## src/rtl/sqm_pkg.sv

```systemverilog
// ----------------------------------------------------------------------------
// sqm_pkg
// Shared types and codes for the square matrix add/subtract/multiply block.
// ----------------------------------------------------------------------------
`default_nettype none

package sqm_pkg;

   localparam logic [1:0] KIND_LOAD_A  = 2'd0;
   localparam logic [1:0] KIND_LOAD_B  = 2'd1;
   localparam logic [1:0] KIND_COMPUTE = 2'd2;

   localparam logic [1:0] OP_ADD = 2'd0;
   localparam logic [1:0] OP_SUB = 2'd1;
   localparam logic [1:0] OP_MUL = 2'd2;

   typedef struct packed {
      logic [1:0]         kind;
      logic [1:0]         row_index;
      logic [1:0]         col_index;
      logic signed [31:0] element_value;
   } req_type;

   typedef struct packed {
      logic [1:0]         out_row;
      logic [1:0]         out_col;
      logic signed [31:0] out_value;
      logic               last_result;
   } rsp_type;

   // one read issued to the datapath
   typedef struct packed {
      logic       valid;
      logic       first_k;
      logic       last_k;
      logic       last_elem;
      logic [1:0] op;
      logic [1:0] row;
      logic [1:0] col;
   } tag_type;

   typedef struct packed {
      logic we_a;
      logic we_b;
   } wr_type;

endpackage

`default_nettype wire

```

## src/rtl/square_matrix_add_sub_mul.sv

```systemverilog
// ----------------------------------------------------------------------------
// square_matrix_add_sub_mul
// Stores two SIZE x SIZE matrices and emits their sum, difference or product.
//
// Request channel (req_valid/req_ready/req_data): kind load A or load B writes
// one element at row_index/col_index; a load outside the matrix or kind 3 is
// dropped. A compute request streams SIZE*SIZE results on the response channel
// (rsp_valid/rsp_ready/rsp_data) in row-major order, last_result on the final.
// The operation register (csr_valid/csr_ready/csr_wdata) selects add, subtract
// or multiply; it is to be written by the user only while the block is idle,
// which the block does not itself enforce. A compute holds the request
// channel until its last read is issued. While the result register is not
// stalled, each cycle one read of each store feeds an add/subtract or a single
// 32x32 multiply-accumulate. Reads pass the read, value and result registers.
// A stalled result register freezes the whole read pipeline; no result is lost.
// Reset clears the operation register (add) and the control state; the stores
// are undefined until written.
// ----------------------------------------------------------------------------
`default_nettype none

module square_matrix_add_sub_mul
   import sqm_pkg::*;
#(
   parameter int SIZE = 3
) (
   input  wire logic       clock,
   input  wire logic       reset,
   input  wire logic       req_valid,
   output logic            req_ready,
   input  wire req_type    req_data,
   output logic            rsp_valid,
   input  wire logic       rsp_ready,
   output rsp_type         rsp_data,
   input  wire logic       csr_valid,
   output logic            csr_ready,
   input  wire logic [1:0] csr_wdata
);

   localparam int IDXW = $clog2(SIZE);
   localparam int AW   = $clog2(SIZE * SIZE);
   localparam logic [IDXW-1:0] LAST = IDXW'(SIZE - 1);

   typedef enum logic {ST_IDLE, ST_RUN} state_type;

   state_type       state_ff;
   logic [IDXW-1:0] i_ff, j_ff, k_ff;
   logic [1:0]      operation_ff;

   logic            adv;
   logic            req_fire;
   logic            in_range;
   logic            is_mul;
   logic            last_k;
   wr_type          wr;
   logic [AW-1:0]   wr_addr;
   tag_type         tag;
   logic [AW-1:0]   rd_addr_a, rd_addr_b;

   assign req_ready = (state_ff == ST_IDLE);
   assign csr_ready = 1'b1;
   assign req_fire  = req_valid && req_ready;

   assign in_range = (32'(req_data.row_index) < SIZE) && (32'(req_data.col_index) < SIZE);
   assign wr.we_a  = req_fire && in_range && (req_data.kind == KIND_LOAD_A);
   assign wr.we_b  = req_fire && in_range && (req_data.kind == KIND_LOAD_B);
   assign wr_addr  = AW'(req_data.row_index) * AW'(SIZE) + AW'(req_data.col_index);

   assign is_mul = (operation_ff == OP_MUL);
   assign last_k = !is_mul || (k_ff == LAST);

   always_comb begin
      tag.valid     = (state_ff == ST_RUN);
      tag.first_k   = !is_mul || (k_ff == '0);
      tag.last_k    = last_k;
      tag.last_elem = (i_ff == LAST) && (j_ff == LAST);
      tag.op        = operation_ff;
      tag.row       = 2'(i_ff);
      tag.col       = 2'(j_ff);
      rd_addr_a     = AW'(i_ff) * AW'(SIZE) + AW'(is_mul ? k_ff : j_ff);
      rd_addr_b     = AW'(is_mul ? k_ff : i_ff) * AW'(SIZE) + AW'(j_ff);
   end

   always_ff @(posedge clock) begin
      if (reset) begin
         state_ff     <= ST_IDLE;
         i_ff         <= '0;
         j_ff         <= '0;
         k_ff         <= '0;
         operation_ff <= OP_ADD;
      end else begin
         if (csr_valid && csr_ready) begin
            operation_ff <= csr_wdata;
         end
         unique case (state_ff)
            ST_IDLE: begin
               if (req_fire && req_data.kind == KIND_COMPUTE) begin
                  state_ff <= ST_RUN;
               end
            end
            ST_RUN: begin
               if (adv) begin
                  if (last_k) begin
                     k_ff <= '0;
                     if (j_ff == LAST) begin
                        j_ff <= '0;
                        if (i_ff == LAST) begin
                           i_ff     <= '0;
                           state_ff <= ST_IDLE;
                        end else begin
                           i_ff <= i_ff + 1'b1;
                        end
                     end else begin
                        j_ff <= j_ff + 1'b1;
                     end
                  end else begin
                     k_ff <= k_ff + 1'b1;
                  end
               end
            end
            default: state_ff <= ST_IDLE;
         endcase
      end
   end

   sqm_datapath #(
      .SIZE(SIZE)
   ) u_datapath (
      .clock     (clock),
      .reset     (reset),
      .wr        (wr),
      .wr_addr   (wr_addr),
      .wr_data   (req_data.element_value),
      .tag       (tag),
      .rd_addr_a (rd_addr_a),
      .rd_addr_b (rd_addr_b),
      .adv       (adv),
      .rsp_valid (rsp_valid),
      .rsp_ready (rsp_ready),
      .rsp_data  (rsp_data)
   );

endmodule

`default_nettype wire

```

## src/rtl/sqm_datapath.sv

```systemverilog
// ----------------------------------------------------------------------------
// sqm_datapath
// Matrix stores, read/compute/accumulate pipeline and result register.
// ----------------------------------------------------------------------------
`default_nettype none

module sqm_datapath
   import sqm_pkg::*;
#(
   parameter int SIZE = 3
) (
   input  wire logic                              clock,
   input  wire logic                              reset,
   input  wire wr_type                            wr,
   input  wire logic [$clog2(SIZE*SIZE)-1:0]      wr_addr,
   input  wire logic [31:0]                       wr_data,
   input  wire tag_type                           tag,
   input  wire logic [$clog2(SIZE*SIZE)-1:0]      rd_addr_a,
   input  wire logic [$clog2(SIZE*SIZE)-1:0]      rd_addr_b,
   output logic                                   adv,
   output logic                                   rsp_valid,
   input  wire logic                              rsp_ready,
   output rsp_type                                rsp_data
);

   localparam int CELLS = SIZE * SIZE;

   logic [31:0] mem_a [CELLS];
   logic [31:0] mem_b [CELLS];

   logic [31:0] rd_a_ff, rd_b_ff;
   tag_type     tag1_ff, tag1_in;
   tag_type     tag2_ff, tag2_in;
   logic [31:0] val2_ff, val2_in;
   logic [31:0] acc_ff;
   logic [31:0] sum;
   logic [31:0] prod;
   logic        rsp_valid_ff, rsp_valid_in;
   rsp_type     rsp_ff;

   assign adv = !rsp_valid_ff || rsp_ready;

   always_ff @(posedge clock) begin
      if (wr.we_a) begin
         mem_a[wr_addr] <= wr_data;
      end
      if (wr.we_b) begin
         mem_b[wr_addr] <= wr_data;
      end
      if (adv) begin
         rd_a_ff <= mem_a[rd_addr_a];
         rd_b_ff <= mem_b[rd_addr_b];
      end
   end

   assign prod = rd_a_ff * rd_b_ff;

   always_comb begin
      tag1_in = tag;
      tag2_in = tag1_ff;
      unique case (tag1_ff.op)
         OP_ADD:  val2_in = rd_a_ff + rd_b_ff;
         OP_SUB:  val2_in = rd_a_ff - rd_b_ff;
         OP_MUL:  val2_in = prod;
         default: val2_in = '0;
      endcase
      sum          = tag2_ff.first_k ? val2_ff : acc_ff + val2_ff;
      rsp_valid_in = tag2_ff.valid && tag2_ff.last_k;
   end

   always_ff @(posedge clock) begin
      if (reset) begin
         tag1_ff.valid <= 1'b0;
         tag2_ff.valid <= 1'b0;
         rsp_valid_ff  <= 1'b0;
      end else if (adv) begin
         tag1_ff      <= tag1_in;
         tag2_ff      <= tag2_in;
         rsp_valid_ff <= rsp_valid_in;
         val2_ff      <= val2_in;
         if (tag2_ff.valid && !tag2_ff.last_k) begin
            acc_ff <= sum;
         end
         if (rsp_valid_in) begin
            rsp_ff.out_row     <= tag2_ff.row;
            rsp_ff.out_col     <= tag2_ff.col;
            rsp_ff.out_value   <= sum;
            rsp_ff.last_result <= tag2_ff.last_elem;
         end
      end
   end

   assign rsp_valid = rsp_valid_ff;
   assign rsp_data  = rsp_ff;

endmodule

`default_nettype wire

```

## config.mk

```make
export PLATFORM = sky130hd
export DESIGN_NAME = square_matrix_add_sub_mul
export DESIGN_NICKNAME = d
export VERILOG_FILES = /design/src/rtl/sqm_pkg.sv /design/src/rtl/square_matrix_add_sub_mul.sv /design/src/rtl/sqm_datapath.sv
export SDC_FILE = /design/constraint.sdc
export NUM_CORES = 2
export LEC_CHECK = 0
export BUFFER_PORTS_ARGS = -buffer_cell sky130_fd_sc_hd__buf_2
export CAP_MARGIN = 5
export CORE_ASPECT_RATIO = 0.75
export CORE_UTILIZATION = 55
export CTS_CLUSTER_DIAMETER = 100
export DETAILED_ROUTE_END_ITERATION = 7
export MAX_ROUTING_LAYER = met4
export PLACE_DENSITY = 0.8
export SYNTH_ARGS = -nofsm -noshare
export SYNTH_HDL_FRONTEND = slang
export SYNTH_SLANG_ARGS = --single-unit
```

## constraint.sdc

```tcl
create_clock -name clock -period 8.5 [get_ports clock]
set_input_delay 0.85 -clock clock [delete_from_list [all_inputs] [get_ports clock]]
set_output_delay 0.85 -clock clock [all_outputs]
set_load 0.005 [all_outputs]
```

==> results.yml <==
run_status:
  status: "complete, but fails checks"
  violations: "DRC"
route:
  drt_iter0_drc: 3499
  wl_um: 123000
  drc: 6
  drt_pass1_iterations: 7
  final_antenna_net_count: 0
  wl_per_cell_um: 25.3
  num_vias: 29400
  vias_per_cell: 6.05
synth:
  syn-cell-area_um2: 47900
  synth_xor_area_share_pct: 3.06
  yosysTopAreaCellShare_pct: 47.5
  synthMuxAreaShare_pct: 7.60
  synth_cell_type_count: 77
  synth-edff-count: 757
  yosysTopAreaCell: "edfxtp_1"
  postSynthAreaPerCell_um2: 13.3
  synthTopCellsByArea: "edfxtp_1, fa_1, mux4_2"
  synth_fp_nets: 4256
  synth_cells: 3596
  synthFlopType: "edfxtp_1"
  ys_seq_elements: 769
  yosysWarnings: 0
  synth_fa_ha_area_share_pct: 22.6
  yosysSeqAreaShare_pct: 48.0
  synth_top_family_by_area: "adder cells"
  yosys.area_share.simple_pct: 9.08
  async_flop_share_pct: 0
  synth-compound-area-share_pct: 5.04
final_layout:
  filler_cell_count: 6297
  synthToLayoutAreaGrowth_pct: 9.05
  finalNetCount: 4320
  drive_gt1_share_pct: 12.0
  final_area_um2: 52200
floorplanning:
  initial_core_util_pct: 55.7
  fp.dieW_um: 343
  die_h_um: 257
  core_um2: 86000
  rows: 93
  ioPinCount: 85
  dieArea_um2: 88200
timing:
  fin_skew_ns: 0.0409
  fin_crit_ns: 7.92
  fmax_mhz: 126
  finalCritPeriodShare_pct: 93.1
  slew_violations: 0
  relSlewSlack_pct: 22.9
  finalSetupViolCount: 0
  hold_viol: 0
  tns_ns: 0
  rsz0062_at_grt: "false"
  max_slew.worst_pin.slew_ns: 1.16
placed_design:
  io_buffers: 83
  dp_hpwl_um: 81400
  place_area_um2: 49800
  place_congestion: 0.973
global_routing:
  antenna_found_initial: 7
  grt_pass1_wl_um: 186000
  grt_usage_pct: 29.2
  grt-ovfl-total: 0
  grt_max_degree: 68
  grt_pass1_vias: 30400
clock_tree:
  clock_sinks: 769
  cts_resized: 0
  htreeDepth: 3
  clk_pin_slew_ns: 0.07
  cts.path.max_buffers: 3
  cts_tree: "built"
  cts_made_buffers: 72
  clk_latency_ns: 0.65
  postCtsHoldBufs: 0
  post_cts_buffers: 0
  cts-root-buf: "clkbuf_16"
critical_path:
  cp-end-kind: "flip-flop"
  cpMostUsedCell: "fa_1"
  required_ns: 8.82
  cp_cell_sequence: "buf_4 -> and2_1 -> fa_1 -> fa_1 -> inv_1 -> fa_1 -> fa_1 -> inv_1 -> ha_1 -> ha_1 -> fa_1 -> fa_1 -> ha_1 -> o21a_1 -> o21ai_0 -> nor2_1 -> and4_1 -> o211ai_1 -> nand3b_1 -> o31ai_1 -> o21ai_0 -> xnor2_1 -> o22ai_1"
  crit_fanout: 16
  cp.buffers_inverters: 3
  crit_arrival_ns: 8.24
  crit_family: "adder cells"
  startpoint_type: "flip-flop"
  slowest_delay_ns: 0.89
  critPathKind: "flip-flop to flip-flop"
  cpMaxStageDelayCell: "edfxtp_1"
power_and_ir_drop:
  ir_worst_vdd_uv: 1120
  p_leak_nw: 20.0
  p_per_area_nw_per_um2: 428
worst_hold_path:
  hold_path_class: "flip-flop to flip-flop"
flow_run:
  cap_violations: 0
## cell usage after synthesis (3+ instances only)
| master | count |
|---|---|
| a211oi_1 | 8 |
| a21boi_0 | 3 |
| a21o_1 | 43 |
| a21oi_1 | 65 |
| a221o_1 | 3 |
| a31oi_1 | 8 |
| and2_1 | 312 |
| and3_1 | 7 |
| buf_1 | 25 |
| clkbuf_1 | 143 |
| dfxtp_1 | 12 |
| edfxtp_1 | 757 |
| fa_1 | 416 |
| ha_1 | 199 |
| inv_1 | 413 |
| mux2_2 | 4 |
| mux2i_1 | 71 |
| mux4_2 | 128 |
| nand2_1 | 366 |
| nand2b_1 | 11 |
| nand3_1 | 14 |
| nand3b_1 | 8 |
| nor2_1 | 84 |
| nor2b_1 | 11 |
| nor3_1 | 29 |
| nor4_1 | 6 |
| o2111ai_1 | 4 |
| o211ai_1 | 5 |
| o21a_1 | 23 |
| o21ai_0 | 139 |
| o21ai_1 | 6 |
| o21bai_1 | 7 |
| o22ai_1 | 18 |
| o31ai_1 | 10 |
| o32ai_1 | 5 |
| o41ai_1 | 6 |
| or2_2 | 5 |
| or3_1 | 5 |
| or4_1 | 4 |
| xnor2_1 | 103 |
| xor2_1 | 64 |
## sequential cells by signal, summed over array words and instances, names as in the netlist
name / flops
u_datapath.mem_a: 288
u_datapath.mem_b: 288
u_datapath.rsp_data: 37
u_datapath.acc_ff: 32
u_datapath.rd_a_ff: 32
u_datapath.rd_b_ff: 32
u_datapath.val2_ff: 32
u_datapath.tag1_ff: 10
u_datapath.tag2_ff: 8
i_ff: 2
j_ff: 2
k_ff: 2
operation_ff: 2
state_ff: 1
u_datapath.rsp_valid: 1
## power by group
group	internal, mW	switching (mW)	total [mW]
Clock	1.79	1.48	3.27
Sequential	4.43	0.135	4.57
Combinational	6.43	8.08	14.5
## logic make-up after synthesis
family / count (synthesis)
and+or+nand+nor: 876
DFF: 769
other: 1
muxes: 203
buffers and inverters: 585
xor gates and xnor gates: 167
AOI/OAI and AO/OA: 380
adders and majority gates: 615
## worst paths after layout
check,from,to,slack [ns],depth (start not counted)
setup / recovery,u_datapath.rd_a_ff[5],u_datapath.val2_ff[30],0.58,23
hold / removal,u_datapath.tag2_ff[6],u_datapath.rsp_data[0],0.41,0
setup reg to reg,u_datapath.rd_a_ff[5],u_datapath.val2_ff[30],0.58,23
hold reg to reg,u_datapath.tag2_ff[6],u_datapath.rsp_data[0],0.41,0
## metrics by stage
step | cells | power (mW) | hold WS [ns] | util [%] | setup WS [ns]
after CTS | 4855 | 22.2 | 0.416 | 60.7 | 0.672
final | 4861 | 22.3 | 0.412 | 60.7 | 0.582
after detailed placement | 4726 | 18.9 | 0.405 | 57.9 | 0.663
after global placement | 4726 | 18.5 | 0.401 | 57.9 | 0.702
after floorplan | 3596 | 15.3 | 0.400 | - | 1.13
after global routing | 4860 | 23.8 | 0.423 | 60.7 | 0.254
## cell usage in the layout, fill, tap and decap left out, types with 14 or more instances in the layout
cell | synthesis | final
o22ai_1 | 18 | 18
nand3_1 | 14 | 14
clkbuf_16 | 0 | 73
ha_1 | 199 | 195
buf_4 | 1 | 78
mux4_2 | 128 | 128
xnor2_1 | 103 | 103
inv_1 | 413 | 412
xor2_1 | 64 | 64
o21ai_0 | 139 | 139
and2_1 | 312 | 312
nor2_1 | 84 | 70
o21a_1 | 23 | 23
a21oi_1 | 65 | 65
buf_2 | 2 | 83
edfxtp_1 | 757 | 757
a21o_1 | 43 | 43
nor3_1 | 29 | 23
nor2_4 | 0 | 14
nand2_1 | 366 | 366
mux2i_1 | 71 | 71
fa_1 | 416 | 414
## final cells by class
type,count,area [um2],area share (%)
repair buffers,162,1020,1.96
inverters,413,1550,2.97
clock buffers,85,1870,3.59
clock inverters,44,479,0.918
well taps,1140,1430,2.73
flip-flops and latches,769,23000,44.0
multi-input cells,2242,22900,43.8
diodes,6,15.0,0.0288
## layer usage
layer  part of all wire [%]  wire length [um]  track usage [%]
met5                      0                 0                -
met4                    3.7              4520             10.4
met3                     11             13800             6.35
met2                     46             56700             44.1
met1                     39             47800             39.3
Note: power is estimated with default switching activity, not from simulation.
